$ cat config.mk
export PLATFORM = sky130hd
export DESIGN_NAME = charlieplex_scroll_scanner_core
export DESIGN_NICKNAME = d
export VERILOG_FILES = /design/src/rtl/core/cpss_pkg.sv /design/src/rtl/core/charlieplex_scroll_scanner_core.sv /design/src/rtl/core/cpss_ram.sv /design/src/rtl/core/cpss_ctrl.sv /design/src/rtl/core/cpss_datapath.sv
export SDC_FILE = /design/constraint.sdc
export NUM_CORES = 1
export LEC_CHECK = 0
export BUFFER_PORTS_ARGS = -buffer_cell sky130_fd_sc_hd__buf_2
export CELL_PAD_IN_SITES_DETAIL_PLACEMENT = 0
export CELL_PAD_IN_SITES_GLOBAL_PLACEMENT = 2
export CORE_MARGIN = 10
export CORE_UTILIZATION = 42
export CTS_CLUSTER_SIZE = 20
export DETAILED_ROUTE_END_ITERATION = 16
export PLACE_DENSITY = 0.71
export REMOVE_ABC_BUFFERS = 1
export SLEW_MARGIN = 20
export SYNTH_ARGS = -nofsm -noshare
export SYNTH_HDL_FRONTEND = slang
export SYNTH_SLANG_ARGS = --single-unit
$ cat constraint.sdc
create_clock -name clock -period 8.5 [get_ports clock]
set_input_delay 0.425 -clock clock [delete_from_list [all_inputs] [get_ports clock]]
set_output_delay 0.425 -clock clock [all_outputs]
set_load 0.01 [all_outputs]
$ cat src/rtl/core/cpss_pkg.sv
// cpss_pkg: shared types, constants and pin tables of the charlieplex scroll scanner
// depends on nothing; used by cpss_ctrl, cpss_datapath and the top level
`default_nettype none

package cpss_pkg;

   // pattern store geometry (depth is a power of two, index wraps by truncation)
   localparam int PATTERN_DEPTH = 128;
   localparam int ADDR_W        = $clog2(PATTERN_DEPTH);
   localparam int BYTE_W        = 8;
   localparam int NIBBLE_W      = 4;

   // matrix geometry
   localparam int NUM_ROWS      = 5;
   localparam int NUM_COLS      = 4;
   localparam int NUM_PINS      = 5;
   localparam int SCAN_W        = 5;
   localparam logic [SCAN_W-1:0] SCAN_LAST = 5'd19;

   // field widths
   localparam int MODE_W   = 2;
   localparam int ADDRF_W  = 7;
   localparam int LEN_W    = 8;
   localparam int PERIOD_W = 16;
   localparam int POS_W    = 8;
   localparam int DVD_W    = POS_W - 1;

   // bus widths
   localparam int REQ_DATA_W = 16;
   localparam int RSP_DATA_W = 16;
   localparam int CSR_IDX_W  = 1;
   localparam int CSR_DATA_W = 16;

   // request modes
   localparam logic [MODE_W-1:0] MODE_TICK  = 2'd0;
   localparam logic [MODE_W-1:0] MODE_WRITE = 2'd1;
   localparam logic [MODE_W-1:0] MODE_START = 2'd2;

   // register indexes
   localparam logic [CSR_IDX_W-1:0] CSR_DATA_LEN      = 1'd0;
   localparam logic [CSR_IDX_W-1:0] CSR_SCROLL_PERIOD = 1'd1;

   // reset values of the registers
   localparam logic [LEN_W-1:0]    DATA_LEN_RESET      = 8'd1;
   localparam logic [PERIOD_W-1:0] SCROLL_PERIOD_RESET = 16'd400;

   // bit-serial modulo step count and last row counter value
   localparam logic [2:0] DIV_LAST = 3'(DVD_W - 1);
   localparam logic [2:0] ROW_LAST = 3'(NUM_ROWS - 1);

   // anode and cathode pin of each led, indexed [row][col]
   localparam logic [2:0] ANODE_PIN [NUM_ROWS][NUM_COLS] = '{
      '{3'd2, 3'd0, 3'd1, 3'd0},
      '{3'd4, 3'd0, 3'd3, 3'd0},
      '{3'd3, 3'd1, 3'd2, 3'd1},
      '{3'd3, 3'd2, 3'd4, 3'd1},
      '{3'd4, 3'd3, 3'd4, 3'd2}
   };
   localparam logic [2:0] CATHODE_PIN [NUM_ROWS][NUM_COLS] = '{
      '{3'd0, 3'd2, 3'd0, 3'd1},
      '{3'd0, 3'd4, 3'd0, 3'd3},
      '{3'd1, 3'd3, 3'd1, 3'd2},
      '{3'd2, 3'd3, 3'd1, 3'd4},
      '{3'd3, 3'd4, 3'd2, 3'd4}
   };

   // one response, pin_dir in the low bits
   typedef struct packed {
      logic                lit;
      logic [NUM_PINS-1:0] pin_level;
      logic [NUM_PINS-1:0] pin_dir;
   } rsp_type;

   // controller to datapath
   typedef struct packed {
      logic take;
      logic latch;
      logic div_step;
      logic read;
      logic capture;
      logic post;
   } cmd_type;

   // datapath to controller
   typedef struct packed {
      logic need_latch;
      logic div_last;
      logic row_last;
      logic out_free;
   } status_type;

endpackage

`default_nettype wire

$ cat src/rtl/core/charlieplex_scroll_scanner_core.sv
// charlieplex_scroll_scanner_core: top level of the 4x5 charlieplex scroll scanner
// depends on cpss_pkg, cpss_ctrl, cpss_datapath (and cpss_ram below it)
//
// One request gives one response. A tick (mode 0) returns the pin direction and level
// of the next led of the scan, or all zero when that led is dark; a write (mode 1)
// stores a pattern byte, a start (mode 2) latches the first five rows, and both return
// all zero. A tick that does not scroll, a write and an unused mode go from accept
// straight to the response. A start, or a tick that scrolls, first runs the bit-serial
// modulo of the byte index by data_len, then the five pattern reads, each a read and
// a capture on the single read port of the pattern ram. The next request is taken
// once the response is in the output register; a waiting response does not hold up
// the next request, only the posting of its result. Configuration is to be written
// by the user only while the block is idle; the block itself does not enforce this.
`default_nettype none

module charlieplex_scroll_scanner_core (
   input  wire logic                                clock,
   input  wire logic                                reset,
   // request: tdata = address [6:0], data [14:7], zero [15]
   input  wire logic                                req_tvalid,
   output logic                                     req_tready,
   input  wire logic [cpss_pkg::REQ_DATA_W-1:0]     req_tdata,
   // request: tuser = mode [1:0]
   input  wire logic [cpss_pkg::MODE_W-1:0]         req_tuser,
   // response: tdata = pin_dir [4:0], pin_level [9:5], lit [10], zero [15:11]
   output logic                                     rsp_tvalid,
   input  wire logic                                rsp_tready,
   output logic      [cpss_pkg::RSP_DATA_W-1:0]     rsp_tdata,
   // configuration write port
   input  wire logic                                csr_we,
   input  wire logic [cpss_pkg::CSR_IDX_W-1:0]      csr_index,
   input  wire logic [cpss_pkg::CSR_DATA_W-1:0]     csr_wdata
);

   cpss_pkg::cmd_type    cmd;
   cpss_pkg::status_type status;
   cpss_pkg::rsp_type    rsp_payload;

   // sequencer
   cpss_ctrl u_ctrl (
      .clock     (clock),
      .reset     (reset),
      .req_tvalid(req_tvalid),
      .req_tready(req_tready),
      .status    (status),
      .cmd       (cmd)
   );

   // scan state, row latch and response register
   cpss_datapath u_datapath (
      .clock      (clock),
      .reset      (reset),
      .cmd        (cmd),
      .status     (status),
      .req_mode   (req_tuser),
      .req_address(req_tdata[6:0]),
      .req_data   (req_tdata[14:7]),
      .csr_we     (csr_we),
      .csr_index  (csr_index),
      .csr_wdata  (csr_wdata),
      .rsp_tready (rsp_tready),
      .rsp_valid  (rsp_tvalid),
      .rsp_payload(rsp_payload)
   );

   // pack the response, zero fill to whole bytes
   assign rsp_tdata = {(cpss_pkg::RSP_DATA_W - $bits(cpss_pkg::rsp_type))'(0), rsp_payload};

endmodule

`default_nettype wire

$ cat src/rtl/core/cpss_ram.sv
// cpss_ram: generic single-clock ram, one write port and one registered read port
// depends on nothing
`default_nettype none

module cpss_ram #(
   parameter int WIDTH = 8,
   parameter int DEPTH = 128
) (
   input  wire logic                     clock,
   input  wire logic                     wr_en,
   input  wire logic [$clog2(DEPTH)-1:0] wr_addr,
   input  wire logic [WIDTH-1:0]         wr_data,
   input  wire logic                     rd_en,
   input  wire logic [$clog2(DEPTH)-1:0] rd_addr,
   output logic      [WIDTH-1:0]         rd_data
);

   logic [WIDTH-1:0] mem [DEPTH];

   // write and registered read
   always_ff @(posedge clock) begin
      if (wr_en) begin
         mem[wr_addr] <= wr_data;
      end
      if (rd_en) begin
         rd_data <= mem[rd_addr];
      end
   end

endmodule

`default_nettype wire

$ cat src/rtl/core/cpss_ctrl.sv
// cpss_ctrl: sequencer of the scanner: request intake, row latch steps, response post
// depends on cpss_pkg
`default_nettype none

module cpss_ctrl (
   input  wire logic                  clock,
   input  wire logic                  reset,
   input  wire logic                  req_tvalid,
   output logic                       req_tready,
   input  wire cpss_pkg::status_type  status,
   output cpss_pkg::cmd_type          cmd
);

   typedef enum logic [2:0] {
      IDLE,
      DIV,
      READ,
      CAPTURE,
      POST
   } state_type;

   state_type state_ff, state_in;
   logic      ready_ff, ready_in;

   // next state and commands
   always_comb begin
      state_in = state_ff;
      cmd      = '0;
      case (state_ff)
         IDLE: begin
            cmd.take = req_tvalid && ready_ff;
            if (req_tvalid && ready_ff) begin
               cmd.latch = status.need_latch;
               state_in  = status.need_latch ? DIV : POST;
            end
         end
         DIV: begin
            cmd.div_step = 1'b1;
            if (status.div_last) begin
               state_in = READ;
            end
         end
         READ: begin
            cmd.read = 1'b1;
            state_in = CAPTURE;
         end
         CAPTURE: begin
            cmd.capture = 1'b1;
            state_in    = status.row_last ? POST : READ;
         end
         POST: begin
            cmd.post = status.out_free;
            if (status.out_free) begin
               state_in = IDLE;
            end
         end
         default: begin
            state_in = IDLE;
         end
      endcase
      ready_in = (state_in == IDLE);
   end

   // state and registered ready, ready stays low in reset
   always_ff @(posedge clock) begin
      if (reset) begin
         state_ff <= IDLE;
         ready_ff <= 1'b0;
      end else begin
         state_ff <= state_in;
         ready_ff <= ready_in;
      end
   end

   assign req_tready = ready_ff;

   // ready only in the idle state
   assert property (@(posedge clock) disable iff (reset)
      ready_ff |-> state_ff == IDLE)
      else $error("ready out of step with idle state");

   // a request is taken only with ready high
   assert property (@(posedge clock) disable iff (reset)
      cmd.take |-> ready_ff)
      else $error("request taken without ready");

   // a ram read is always followed by its capture
   assert property (@(posedge clock) disable iff (reset)
      state_ff == READ |=> state_ff == CAPTURE)
      else $error("read not followed by capture");

endmodule

`default_nettype wire

$ cat src/rtl/core/cpss_datapath.sv
// cpss_datapath: scan state, row latch (bit-serial modulo, pattern reads), response register
// depends on cpss_pkg and cpss_ram
`default_nettype none

module cpss_datapath (
   input  wire logic                                clock,
   input  wire logic                                reset,
   input  wire cpss_pkg::cmd_type                   cmd,
   output cpss_pkg::status_type                     status,
   input  wire logic [cpss_pkg::MODE_W-1:0]         req_mode,
   input  wire logic [cpss_pkg::ADDRF_W-1:0]        req_address,
   input  wire logic [cpss_pkg::BYTE_W-1:0]         req_data,
   input  wire logic                                csr_we,
   input  wire logic [cpss_pkg::CSR_IDX_W-1:0]      csr_index,
   input  wire logic [cpss_pkg::CSR_DATA_W-1:0]     csr_wdata,
   input  wire logic                                rsp_tready,
   output logic                                     rsp_valid,
   output cpss_pkg::rsp_type                        rsp_payload
);

   logic [cpss_pkg::NIBBLE_W-1:0] rows_ff [cpss_pkg::NUM_ROWS];
   logic [cpss_pkg::NIBBLE_W-1:0] rows_in [cpss_pkg::NUM_ROWS];
   logic [cpss_pkg::POS_W-1:0]    scroll_pos_ff, scroll_pos_in;
   logic [cpss_pkg::SCAN_W-1:0]   scan_ff, scan_in;
   logic [cpss_pkg::PERIOD_W-1:0] ticks_ff, ticks_in;
   logic [cpss_pkg::LEN_W-1:0]    data_len_ff, data_len_in;
   logic [cpss_pkg::PERIOD_W-1:0] period_ff, period_in;
   logic [cpss_pkg::LEN_W-1:0]    rem_ff, rem_in;
   logic [cpss_pkg::DVD_W-1:0]    dvd_ff, dvd_in;
   logic [2:0]                    div_cnt_ff, div_cnt_in;
   logic [cpss_pkg::LEN_W-1:0]    idx_ff, idx_in;
   logic [2:0]                    row_cnt_ff, row_cnt_in;
   cpss_pkg::rsp_type             res_ff, res_in;
   cpss_pkg::rsp_type             rsp_ff, rsp_in;
   logic                          rsp_valid_ff, rsp_valid_in;

   logic [cpss_pkg::LEN_W-1:0]    len_eff;
   logic [cpss_pkg::PERIOD_W-1:0] ticks_next;
   logic                          scroll_due;
   logic [cpss_pkg::SCAN_W-1:0]   sp_eff;
   logic [1:0]                    col;
   logic [2:0]                    row;
   logic                          led_on;
   logic [2:0]                    anode, cathode;
   logic [cpss_pkg::LEN_W:0]      trial;
   logic [cpss_pkg::LEN_W:0]      idx_inc;
   logic [cpss_pkg::LEN_W-1:0]    rem_next;
   logic                          nib_odd;
   logic [cpss_pkg::BYTE_W-1:0]   rd_data;
   logic                          wr_en;

   // pattern store
   cpss_ram #(
      .WIDTH(cpss_pkg::BYTE_W),
      .DEPTH(cpss_pkg::PATTERN_DEPTH)
   ) u_pattern (
      .clock  (clock),
      .wr_en  (wr_en),
      .wr_addr(req_address[cpss_pkg::ADDR_W-1:0]),
      .wr_data(req_data),
      .rd_en  (cmd.read),
      .rd_addr(idx_ff[cpss_pkg::ADDR_W-1:0]),
      .rd_data(rd_data)
   );

   assign wr_en = cmd.take && (req_mode == cpss_pkg::MODE_WRITE)
                  && (32'(req_address) < cpss_pkg::PATTERN_DEPTH);

   // zero length counts as one byte
   assign len_eff = (data_len_ff == '0) ? cpss_pkg::LEN_W'(1) : data_len_ff;

   // tick bookkeeping and led lookup
   always_comb begin
      ticks_next = ticks_ff + cpss_pkg::PERIOD_W'(1);
      scroll_due = ticks_next > period_ff;
      sp_eff     = (scan_ff > cpss_pkg::SCAN_LAST) ? '0 : scan_ff;
      col        = sp_eff[1:0];
      row        = sp_eff[4:2];
      anode      = '0;
      cathode    = '0;
      led_on     = 1'b0;
      if (32'(row) < cpss_pkg::NUM_ROWS) begin
         led_on  = rows_ff[row][col];
         anode   = cpss_pkg::ANODE_PIN[row][col];
         cathode = cpss_pkg::CATHODE_PIN[row][col];
      end
   end

   // one restoring step of the byte index modulo
   always_comb begin
      trial    = {rem_ff, dvd_ff[cpss_pkg::DVD_W-1]};
      rem_next = (trial >= {1'b0, len_eff}) ? cpss_pkg::LEN_W'(trial - {1'b0, len_eff})
                                            : trial[cpss_pkg::LEN_W-1:0];
      idx_inc  = {1'b0, idx_ff} + 1'b1;
      nib_odd  = scroll_pos_ff[0] ^ row_cnt_ff[0];
   end

   assign status.need_latch = (req_mode == cpss_pkg::MODE_START)
                              || ((req_mode == cpss_pkg::MODE_TICK) && scroll_due);
   assign status.div_last   = (div_cnt_ff == cpss_pkg::DIV_LAST);
   assign status.row_last   = (row_cnt_ff == cpss_pkg::ROW_LAST);
   assign status.out_free   = !rsp_valid_ff || rsp_tready;

   // next state of the datapath registers
   always_comb begin
      rows_in       = rows_ff;
      scroll_pos_in = scroll_pos_ff;
      scan_in       = scan_ff;
      ticks_in      = ticks_ff;
      data_len_in   = data_len_ff;
      period_in     = period_ff;
      rem_in        = rem_ff;
      dvd_in        = dvd_ff;
      div_cnt_in    = div_cnt_ff;
      idx_in        = idx_ff;
      row_cnt_in    = row_cnt_ff;
      res_in        = res_ff;
      rsp_in        = rsp_ff;
      rsp_valid_in  = rsp_valid_ff;

      // register writes
      if (csr_we) begin
         case (csr_index)
            cpss_pkg::CSR_DATA_LEN:      data_len_in = csr_wdata[cpss_pkg::LEN_W-1:0];
            cpss_pkg::CSR_SCROLL_PERIOD: period_in   = csr_wdata;
            default: ;
         endcase
      end

      // request intake
      if (cmd.take) begin
         res_in = '0;
         case (req_mode)
            cpss_pkg::MODE_TICK: begin
               if (led_on) begin
                  res_in.pin_dir   = (cpss_pkg::NUM_PINS'(1) << anode)
                                     | (cpss_pkg::NUM_PINS'(1) << cathode);
                  res_in.pin_level = cpss_pkg::NUM_PINS'(1) << anode;
                  res_in.lit       = 1'b1;
               end
               scan_in  = (sp_eff == cpss_pkg::SCAN_LAST) ? '0
                          : sp_eff + cpss_pkg::SCAN_W'(1);
               ticks_in = scroll_due ? '0 : ticks_next;
            end
            cpss_pkg::MODE_START: begin
               scroll_pos_in = '0;
               ticks_in      = '0;
            end
            default: ;
         endcase
         // start the modulo from the position the latch will use
         if (cmd.latch) begin
            rem_in     = '0;
            div_cnt_in = '0;
            dvd_in     = (req_mode == cpss_pkg::MODE_START) ? '0
                         : scroll_pos_ff[cpss_pkg::POS_W-1:1];
         end
      end

      // bit-serial modulo of the byte index
      if (cmd.div_step) begin
         rem_in     = rem_next;
         dvd_in     = {dvd_ff[cpss_pkg::DVD_W-2:0], 1'b0};
         div_cnt_in = div_cnt_ff + 3'd1;
         if (status.div_last) begin
            idx_in     = rem_next;
            row_cnt_in = '0;
         end
      end

      // capture one row nibble, step to the next byte after a low nibble
      if (cmd.capture) begin
         if (32'(row_cnt_ff) < cpss_pkg::NUM_ROWS) begin
            rows_in[row_cnt_ff] = nib_odd ? rd_data[3:0] : rd_data[7:4];
         end
         if (nib_odd) begin
            idx_in = (idx_inc == {1'b0, len_eff}) ? '0 : idx_inc[cpss_pkg::LEN_W-1:0];
         end
         row_cnt_in = row_cnt_ff + 3'd1;
         if (status.row_last) begin
            scroll_pos_in = scroll_pos_ff + cpss_pkg::POS_W'(1);
         end
      end

      // response register
      if (cmd.post) begin
         rsp_in       = res_ff;
         rsp_valid_in = 1'b1;
      end else if (rsp_tready) begin
         rsp_valid_in = 1'b0;
      end
   end

   // control state
   always_ff @(posedge clock) begin
      if (reset) begin
         for (int i = 0; i < cpss_pkg::NUM_ROWS; i++) begin
            rows_ff[i] <= '0;
         end
         scroll_pos_ff <= '0;
         scan_ff       <= '0;
         ticks_ff      <= '0;
         data_len_ff   <= cpss_pkg::DATA_LEN_RESET;
         period_ff     <= cpss_pkg::SCROLL_PERIOD_RESET;
         div_cnt_ff    <= '0;
         row_cnt_ff    <= '0;
         rsp_valid_ff  <= 1'b0;
      end else begin
         rows_ff       <= rows_in;
         scroll_pos_ff <= scroll_pos_in;
         scan_ff       <= scan_in;
         ticks_ff      <= ticks_in;
         data_len_ff   <= data_len_in;
         period_ff     <= period_in;
         div_cnt_ff    <= div_cnt_in;
         row_cnt_ff    <= row_cnt_in;
         rsp_valid_ff  <= rsp_valid_in;
      end
   end

   // payload
   always_ff @(posedge clock) begin
      rem_ff <= rem_in;
      dvd_ff <= dvd_in;
      idx_ff <= idx_in;
      res_ff <= res_in;
      rsp_ff <= rsp_in;
   end

   assign rsp_valid   = rsp_valid_ff;
   assign rsp_payload = rsp_ff;

   // scan position never leaves the matrix
   assert property (@(posedge clock) disable iff (reset)
      scan_ff <= cpss_pkg::SCAN_LAST)
      else $error("scan position out of range");

   // byte index stays below the pattern length while reading
   assert property (@(posedge clock) disable iff (reset)
      cmd.read |-> ({1'b0, idx_ff} < {1'b0, len_eff}))
      else $error("byte index not reduced");

   // the last row capture advances the scroll position by one
   assert property (@(posedge clock) disable iff (reset)
      cmd.capture && status.row_last
      |=> scroll_pos_ff == $past(scroll_pos_ff) + cpss_pkg::POS_W'(1))
      else $error("scroll position not advanced after latch");

endmodule

`default_nettype wire

---- After elaboration in Yosys (flattened, before gate mapping) ----
Memory sizes are Yosys's and may differ from the RTL's. A register that Yosys moved wholly into a read port is not among the register bits.
Index checks and enable logic that the tools add are counted.
storage, ports and cells
  register bits ........................... 129
  word-level logic and storage cells ...... 156
  bits in writable memories ............... 1,024
  bits in read-only memories .............. 192
  output and inout bits ................... 18
  memories kept ........................... 3
  bits of input ports ..................... 40
memory list
  memory                    words  bits a word  rd ports  clocked after Yosys merged registers in  wr ports  RTL line             RTL
  u_datapath.u_pattern.mem  128    8            1         1                                        1         cpss_ram.sv:18       logic [WIDTH-1:0] mem [DEPTH];
  (no name shown)           8      12           1         0                                        0         cpss_datapath.sv:85  cathode = cpss_pkg::CATHODE_PIN[row][col];
  (no name shown)           8      12           1         0                                        0         cpss_datapath.sv:84  anode = cpss_pkg::ANODE_PIN[row][col];
cells by class
  shift-type cells ........................ 2
  muxes and demuxes ....................... 67
  $add $sub $neg .......................... 7
  equal/unequal tests ..................... 10
  reduce and logical (&&, ||, !) cells .... 26
  bitwise gates (word level) .............. 6
  $lt $le $gt $ge ......................... 10
operator list
  operator                                         number
  two-way mux 8 bit                                14
  two-way mux 3 bit                                17
  two-way mux 12 bit                               4
  one-hot mux 16 bit (2 select lines)              1
  two-way mux 7 bit                                4
  bitwise mux 20 bit                               1
  AND reduction 2 bit                              9
  adder 16 x 1 -> 16 bit, second input constant    1
  greater-than comparator 16 bit                   1
  two-way mux 16 bit                               1
  two-way mux 4 bit                                4
  one-hot mux 3 bit (5 select lines)               1
  binary-select mux 3 bit (select 2 bit)           2
  binary-select mux 4 bit (select 3 bit)           1
  demux 4 bit (select 3 bit)                       1
  nonzero test 2 bit                               6
  two-way mux 1 bit                                11
  two-way mux 11 bit                               1
  two-way mux 5 bit                                2
  left shift 1 x 3 -> 5 bit, first input constant  2
  adder 8 x 1 -> 9 bit, second input constant      1
  == test 3 bit, second input constant             3
  == test 9 x 8 -> 1 bit                           1
  greater-or-equal comparator 9 x 8 -> 1 bit       1
  other kinds (28)                                 38

---- Depth between registers and ports, before layout ----
Gate-level depths: netlist (run 1).
  depth after elaboration ................. 13
  mapped depth ............................ 14
  gate-level depth less buffers ........... 12

---- By module ----
Synthesis (run 1) repeated with hierarchy kept, for this count alone.
second synthesis, totals
  cells, all modules ...................... 2,467
  area, all modules ....................... 46,881.2 µm²
modules (own cells, without submodules)
  module                           area an instance (µm²)  cells each  sequential area each (µm²)  times used
  cpss_ram                         39,745.6                1,635       30,989.7                    1
  cpss_datapath                    6,817.8                 795         2,862.7                     1
  cpss_ctrl                        276.5                   31          80.1                        1
  charlieplex_scroll_scanner_core  41.3                    6           0.0                         1

---- Worst setup path after synthesis (run 1) ----
OpenSTA, ideal clock, no wires.
  path type ............................... register -> register
  from .................................... reg u_datapath.ticks_ff[4] (netlist bit)
  to ...................................... reg u_datapath.dvd_ff[1] (netlist bit), enable pin
  data required time ...................... 8.143 ns
  period minus slack after synthesis ...... 3.353 ns
  arrival time ............................ 2.996 ns
  buffers on the path ..................... 0
  library setup time ...................... 0.357 ns
  setup slack ............................. 5.147 ns
  stages on the path, launching flop included .. 13
  cell sequence ........................... dfxtp_1 -> nand4_1 -> nor3_1 -> nand3_1 -> and2_1 -> or2_2 -> ha_1 -> nand4_1 -> nor4_1 -> a21boi_0 -> o31ai_1 -> nand2b_1 -> a21o_1
on the way
  longest elaborated chain between the ends .. 8
RTL lines
  item                            RTL line              RTL
  from (decl)                     cpss_datapath.sv:25   logic [cpss_pkg::PERIOD_W-1:0] ticks_ff, ticks_in;
  from (signal assigned)          cpss_datapath.sv:212  ticks_ff <= ticks_in;
  adder 16 x 1 -> 16 bit          cpss_datapath.sv:74   ticks_next = ticks_ff + cpss_pkg::PERIOD_W'(1);
  greater-than comparator 16 bit  cpss_datapath.sv:75   scroll_due = ticks_next > period_ff;
  logical AND 1 bit               cpss_datapath.sv:99   || ((req_mode == cpss_pkg::MODE_TICK) && scroll_due);
  logical OR 1 bit                cpss_datapath.sv:99
  two-way mux 1 bit               cpss_ctrl.sv:32       if (req_tvalid && ready_ff) begin
  two-way mux 2 bit               cpss_ctrl.sv:29       case (state_ff)
  nonzero test 2 bit (no line)    n/a
  AND reduction 2 bit (no line)   n/a
  to (signal assigned)            cpss_datapath.sv:224  dvd_ff <= dvd_in;
  to (decl)                       cpss_datapath.sv:29   logic [cpss_pkg::DVD_W-1:0] dvd_ff, dvd_in;
Every way passes these cells.
A chain may end at the register's enable or synchronous reset.

---- Final worst setup path (run 1) ----
  from .................................... reg u_datapath.ticks_ff[0] (netlist bit)
  to ...................................... reg u_datapath.rem_ff[4] (netlist bit), enable pin
on the way
  longest elaborated chain between the ends .. 8
RTL lines
  item                            RTL line              RTL
  adder 16 x 1 -> 16 bit          cpss_datapath.sv:74
  greater-than comparator 16 bit  cpss_datapath.sv:75
  logical AND 1 bit               cpss_datapath.sv:99
  logical OR 1 bit                cpss_datapath.sv:99
  two-way mux 1 bit               cpss_ctrl.sv:32
  two-way mux 2 bit               cpss_ctrl.sv:29
  nonzero test 2 bit (no line)    n/a
  AND reduction 2 bit (no line)   n/a
  to (signal assigned)            cpss_datapath.sv:223  rem_ff <= rem_in;
  to (decl)                       cpss_datapath.sv:28   logic [cpss_pkg::LEN_W-1:0] rem_ff, rem_in;
Every way passes these cells.

==> results by group, run 1 <==
Outcome
  • Status: completed

Timing
  • Hold Fails Final Rpt: 0
  • Clock period minus worst slack: 4.30 ns
  • TNS Setup: 0 ns
  • Slew Limit Fails: 0
  • Relative slew slack: 0.269
  • Skew final: 0.0424 ns
  • Max Fclk: 233 MHz
  • Final setup fails: 0
  • Final period util: 0.506
  • Unrepaired setup endpoints after global routing: false
  • Worst-Margin Slew: 1.10 ns

Clocking
  • H-tree levels: 3
  • Clock Latency Late Sink: a little over 0.7 ns
  • Clock-pin slew on the worst setup and hold paths: 0.06 ns
  • Max clock buf depth: 3
  • CTS tree: done
  • Total CTS buffers: around 120
  • Hold_buf cts: 16
  • CTS resizes: 0
  • CTS Root Cell: clkbuf_16
  • Setup bufs post-CTS: 0
  • Clock sink count: 1161

Drt
  • WL/cell: roughly 25 µm
  • DR iter-0 viols: 2032
  • Detailed-router iteration count before antenna repair: 5
  • Final wirelength: 112000 µm
  • Post-route ant nets: 0
  • Post-DR vias/cell: about 5.6
  • Detailed-route via count: roughly 25000
  • DRC viols: 0

Placement
  • Placement Cell Area: 48700 µm²
  • GP Congestion: 0.808
  • Detailed Place HPWL: about 67000 µm
  • Port Buffers: 51

Synth
  • Synth area leaders: edfxtp_1 68%, mux4_2 9.0%, dfxtp_1 4.0%, mux2i_1 3.5%, nor2_1 2.0%
  • Register area share after synthesis: 0.721
  • Cells after Synth: 2774
  • Post-synthesis mux area share: 0.127
  • Area fraction in compound gates after synthesis: 0.0557
  • Synth cell types: 74
  • Seq cells post-synth: roughly 1200
  • FFs w/ async S/R, synth: 0
  • Post-Syn Area: about 47000 µm²
  • EDFF count, synth: 1068
  • Largest family of logic cells by synthesized area: multiplexers
  • Largest area contributor in the netlist: edfxtp_1
  • Top_reg_cell synth: edfxtp_1
  • Synthesis Warnings: 0
  • Adder-cell share of the synthesized area: 0.0100
  • Simple-gate share of the synthesized area: 0.0601
  • Avg Synthesized Cell Area: ~17 µm²
  • Synth Area in XOR/XNOR: 0.00596
  • Post-synth top area share: 0.682

Floorplanning
  • I/O Pins: between 50 and 60
  • Rows: 122
  • Die footprint: 126000 µm²
  • Starting Density: 0.424
  • DIE HEIGHT: around 350 µm
  • Core Area: around 110000 µm²
  • Die W: 355 µm

Global routing
  • Antenna violations before repair: 7
  • Grt ovf: 0
  • Vias in the first global route: ~26000
  • First-pass GRT wire length: 168000 µm
  • Pin count of the biggest net entering global routing: ~140
  • Gr usage total: 0.176

Critical path
  • Slowest stage delay, CP: roughly 0.58 ns
  • CP top delay family: simple AND/OR/NAND/NOR gates
  • Worst Setup Start Kind: flip-flop
  • Crit-path cells: nand4_1 -> nor3_1 -> nand3_1 -> and2_1 -> or2_2 -> ha_1 -> nand4_1 -> nor4_1 -> a21boi_0 -> o31ai_2 -> buf_4 -> nand2b_1 -> a21o_1
  • Max stage delay cell, worst path: a21o_1
  • WP data required: slightly below 9 ns
  • Worst EP arrival: 4.61 ns
  • Top cell by count, worst path: nand4_1
  • Crit path buffers/inverters: 1
  • Critical path class: reg2reg
  • CP endpoint kind: flip-flop
  • CP max FO: 20

Finish
  • Final Instance Area: 52700 µm²
  • Commonest cells after routing, fill and taps aside: 1068 x edfxtp_1, 255 x nor2_1, 188 x mux4_2
  • Commonest non-fill, non-tap cell in the layout: edfxtp_1
  • Syn-to-layout area delta: 12.0%
  • Share of cells above drive strength 1: 0.164
  • Filler cells: 9364
  • Final #Nets: a little under 3000

Flow run
  • Max-cap violations: 0

Pwr
  • PwrDens: 230 nW/µm²
  • Tot Pwr: 12.1 mW
  • Peak supply drop: 0.186 mV
  • P_leak: 16.4 nW

Hold path
  • Hold Crit Class: in2reg
[cell families after synthesis]
family                   after synthesis
buffers and inverters                200
AO/OA/AOI/OAI                        385
adder cells (fa/ha/maj)               37
multiplexers                         359
AND/OR/NAND/NOR                      599
flip-flops                          1161
other                                  1
XOR/XNOR                              32
[worst min-delay path, cell delays in order]
cell      delay [ns]
buf_2           0.07
nand2b_1        0.15
a21oi_1         0.08
[registers in the layout, summed over array words and instances (netlist names)]
register and count:
u_datapath.rem_ff 8, u_datapath.period_ff 16, u_datapath.scroll_pos_ff 8, u_datapath.idx_ff 8
u_datapath.rsp_valid 1, u_datapath.u_pattern.rd_data 8, u_datapath.u_pattern.mem 1024, u_datapath.row_cnt_ff 3
u_ctrl.req_tready 1, u_datapath.rows_ff 20, u_datapath.res_ff 11, u_datapath.div_cnt_ff 3
u_datapath.data_len_ff 8, u_ctrl.state_ff 3, u_datapath.ticks_ff 16, u_datapath.dvd_ff 7
u_datapath.scan_ff 5, u_datapath.rsp_payload 11
[path summary, 6_finish.rpt]
kind | start | depth (start not counted) | end | slack (ns)
worst min-delay path | rsp_tready | 3 | u_datapath.rsp_valid | 0.1
worst max-delay path | u_datapath.ticks_ff[0] | 13 | u_datapath.rem_ff[4] | 4.20
worst min register to register | u_datapath.res_ff[5] | 0 | u_datapath.rsp_payload[5] | 0.42
worst max register to register | u_datapath.ticks_ff[0] | 13 | u_datapath.rem_ff[4] | 4.20
[layer usage]
layer  vias up  part of all wire  GRT usage
met3       171             0.056     0.0323
met5         -           0.00019          0
met2       689              0.49      0.293
li1      11200                 -          -
met4         4             0.025     0.0495
met1     12900              0.43      0.236
[cells in the mapped netlist (all sizes together) (10+ instances only)]
cell and n:
nand2b 17, inv 40, a22o 39, nand3b 11
nor3 30, nand3 40, nand2 119, nor2 256
ha 36, mux4 188, nand4 21, clkbuf 79
nor2b 14, o21ai 59, dfxtp 93, o211ai 21
or2 10, mux2i 166, a21oi 75, buf 79
edfxtp 1068, or3 13, o22ai 64, a221oi 33
a22oi 16, a32oi 13, xnor2 23, nor4 22
[power by group]
group | internal (mW) | total, mW | switching, mW
Sequential | 6.25 | 6.29 | 0.0383
Combinational | 0.317 | 0.786 | 0.469
Clock | 2.84 | 5.03 | 2.18
[area by class of cell]
class                      count  area, µm²  area share
timing repair buffer          98        709      0.0135
tap                         1488       1860      0.0353
clock inverter                65        579      0.0110
clock buffer                 155       3210      0.0609
multi-input combinational   1417      12200       0.232
inverter                      42        158     0.00299
antenna                        3       7.51    0.000142
sequential                  1161      33900       0.644
[through the flow]
step                utilization  setup WS, ns  hold slack, ns  instances
floorplan                     -         -4.41           0.400       2620
CTS                       0.475          4.08          0.0416       4426
finish                    0.475          4.20          0.0974       4429
global route              0.475          3.75          0.0809       4428
global placement          0.439          4.16           0.404       4190
detailed placement        0.439          4.11           0.406       4190
Note: power is estimated with default switching activity, not from simulation.
==> run 2, diff against run 1 <==
Settings changed: PLACE_DENSITY 0.71 to 0.73.
Clock period 8.5 ns to 3.5 ns, I/O delays scaled along.
==> run 2 against run 1 <==
  * Non-clock buffer count rose by 122
  * Final area rose by 2.3%
  * Largest cell class unchanged
  * Critical path type unchanged
  * Utilization rose by 1.1 points
  * Clock-buffer cell count fell by 8
  * Combinational power rose to 2.7 times the previous value
  * Total power rose by 150%
  * Hold slack got worse by 0.058 ns
  * Global-route usage rose by 0.18 points
  * Via count rose by 2.0%
  * Critical endpoint unchanged
  * Highest routed layer unchanged
  * Setup slack got worse by 4.0 ns
==> results by group, run 2 (synthesis results as in run 1) <==
Critical path
  • Critical path class: reg2reg
  • Reg2Reg Depth: 14 (+1)
  • CP top delay family: simple AND/OR/NAND/NOR gates
  • Slowest stage delay, CP: 0.40 ns (-0.18 ns)
  • WP data required: 3.93 ns (-4.88 ns)
  • Crit path buffers/inverters: 2 (+1)
  • Worst Setup Start Kind: flip-flop
  • Cell depth of the worst setup path: 14 (+1)
  • CP endpoint kind: flip-flop
  • Max stage delay cell, worst path: dfxtp_1
  • Worst EP arrival: 3.72 ns (-0.89 ns)
  • Crit-path cells: ha_1 -> nand3_2 -> nor3_4 -> nand3_1 -> xnor2_2 -> ha_1 -> nand4_1 -> nor4_2 -> buf_4 -> nand4_1 -> o31ai_4 -> nand2b_1 -> a21o_1 -> buf_12
  • CP max FO: 14 (-30%)

Global routing
  • Pin count of the biggest net entering global routing: 98 (-31%)
  • Vias in the first global route: 26400 (+2.2%)
  • Gr usage total: 0.178 (+0.00178)
  • First-pass GRT wire length: 170000 µm (+0.95%)
  • Antenna violations before repair: 4 (-3)
  • Grt ovf: 0 (unchanged)

Clocking
  • Setup bufs post-CTS: 0 (unchanged)
  • Clock Latency Late Sink: 0.71 ns (about the same)
  • CTS tree: done
  • H-tree levels: 3 (unchanged)
  • Clock sink count: 1161 (unchanged)
  • Max clock buf depth: 3 (unchanged)
  • CTS Root Cell: clkbuf_16
  • Clock-pin slew on the worst setup and hold paths: 0.06 ns (about the same)
  • Total CTS buffers: 116 (-2.5%)

Timing
  • Final period util: 0.940 (+0.434)
  • Hold Fails Final Rpt: 0 (unchanged)
  • Worst-Margin Slew: 1.04 ns (-0.0582 ns)
  • Clock period minus worst slack: 3.29 ns (-1.01 ns)
  • Slew Limit Fails: 0 (unchanged)
  • Max Fclk: 304 MHz (+31%)
  • Final setup fails: 0 (unchanged)
  • Relative slew slack: 0.308 (+0.0388)
  • Post-route setup slack: 0.210 ns (-3.99 ns)
  • Skew final: 0.0470 ns (+0.00460 ns)

Finish
  • Final #Nets: 3035 (+4.1%)
  • Antenna diode count: 0 (-3)
  • Share of cells above drive strength 1: 0.193 (+0.0291)
  • Largest Register: u_datapath.u_pattern.mem
  • Largest registers: u_datapath.u_pattern.mem (1024), u_datapath.rows_ff (20)
  • Commonest non-fill, non-tap cell in the layout: edfxtp_1
  • Filler cells: 9262 (-1.1%)
  • Commonest cells after routing, fill and taps aside: 1068 x edfxtp_1, 255 x nor2_1, 188 x mux4_2
  • Max FFs per register: 1024 (unchanged)
  • Final Instance Area: 53900 µm² (+2.3%)
  • Syn-to-layout area delta: 14.6%

Drt
  • Met2 Wirelength: 56800 µm (+3.0%)
  • Detailed-router iteration count before antenna repair: 5 (unchanged)
  • Post-route ant nets: 0 (unchanged)
  • Detailed-route via count: 25500 (+2.0%)
  • DR iter-0 viols: 2022 (-0.49%)
  • Final wirelength: 113000 µm (+1.1%)
  • WL met1: 47300 µm (-1.1%)
  • Met3 wire length: 6520 µm (+3.4%)
  • WL/cell: 25.0 µm (-1.4%)
  • Top layer in use: met5
  • DRC viols: 0 (unchanged)
  • Post-DR vias/cell: 5.60 (-0.61%)

Floorplanning
  • Die footprint: 126000 µm² (unchanged)
  • Core Area: 111000 µm² (unchanged)
  • Rows: 122 (unchanged)
  • Starting Density: 0.424 (unchanged)
  • Die W: 355 µm (unchanged)
  • I/O Pins: 58 (unchanged)
  • DIE HEIGHT: 355 µm (unchanged)

Pwr
  • Clock share of power: 0.418 (+0.003)
  • Tot Pwr: 29.9 mW (+150%)
  • Net Sw Frac: 0.219 (-0.00388)
  • P_leak: 17.1 nW (+4.3%)
  • PwrDens: 554 nW/µm² (+140%)
  • NetSw: 6.53 mW (+140%)
  • Comb pwr share: 0.071 (+0.006)
  • Peak supply drop: 0.420 mV (+130%)
  • Sequential power share: 0.511 (-0.009)
  • P_int: 23.3 mW (+150%)

Flow run
  • Max-cap violations: 0 (unchanged)

Hold path
  • Hold Crit Class: in2reg
  • Hold Crit Depth: 1 (-2)

Outcome
  • Status: completed

Placement
  • GP Congestion: 0.820 (+1.4%)
  • Placement Cell Area: 49800 µm² (+2.2%)
  • Post-place setup slack: 0.00975 ns (-4.10 ns)
  • Detailed Place HPWL: 71800 µm (+7.2%)
  • Port Buffers: 51 (unchanged)
run 2: changes by cell type in the layout (fill, tap and decap cells not counted), moves of 4 or more:
cell | before | now
clkinvlp_4 | 9 | 5
clkbuf_16 | 122 | 118
nand2_2 | 6 | 0
clkinv_2 | 23 | 15
dlygate4sd3_1 | 16 | 24
buf_12 | 3 | 20
bufinv_16 | 6 | 14
buf_4 | 35 | 132
nand2_1 | 113 | 119
run 2: worst paths after layout:
path	end	startpoint	slack, ns
min	u_datapath.u_pattern.mem[22][6]	req_tdata[13]	0.04
min reg2reg	u_datapath.rsp_payload[3]	u_datapath.res_ff[3]	0.42
max	u_datapath.rem_ff[4]	u_datapath.ticks_ff[0]	0.21
max reg2reg	u_datapath.rem_ff[4]	u_datapath.ticks_ff[0]	0.21
run 2: metrics by stage:
stage / util / std cells / hold WS (ns) / TNS, ns
floorplan: - / 2620 / 0.244 / -157.13
global placement: 0.449 / 4304 / 0.394 / 0
detailed placement: 0.449 / 4304 / 0.396 / 0
CTS: 0.485 / 4543 / 0.0285 / 0
global route: 0.486 / 4543 / 0.0474 / -0.0804
finish: 0.486 / 4543 / 0.0393 / 0
run 2: power groups by stage:
stage / logic [mW] / clock network, mW / registers [mW]
6_report: 2.13 / 12.5 / 15.2
5_1_grt: 2.29 / 13.3 / 15.2
3_5_place_dp: 2.14 / 0 / 15.5
3_3_place_gp: 2.10 / 0 / 15.5
2_1_floorplan: 1.49 / 0 / 15.7
4_1_cts: 2.16 / 12.7 / 15.2
run 2: cell type report:
type | count | area (µm²) | area share
well taps | 1488 | 1860 | 0.0345
multi-input cells | 1417 | 12300 | 0.227
repair buffers | 220 | 1860 | 0.0345
inverters | 42 | 158 | 0.00292
clock inverters | 68 | 779 | 0.0145
flip-flops and latches | 1161 | 33900 | 0.630
clock buffers | 147 | 3060 | 0.0568
run 2: timing repair:
item                                   in CTS  in global routing
pin swaps                                   0                  4
endpoints found under the hold margin      33                  0
hold buffers                               24                  0
resized for setup                           2                  8
setup endpoints to repair                   7                 38
run 2: metal layers:
layer | up-vias | GRT usage
met1 | 13100 | 0.232
met3 | 163 | 0.0350
met5 | - | 0
met2 | 695 | 0.302
met4 | 4 | 0.0472
li1 | 11400 | -
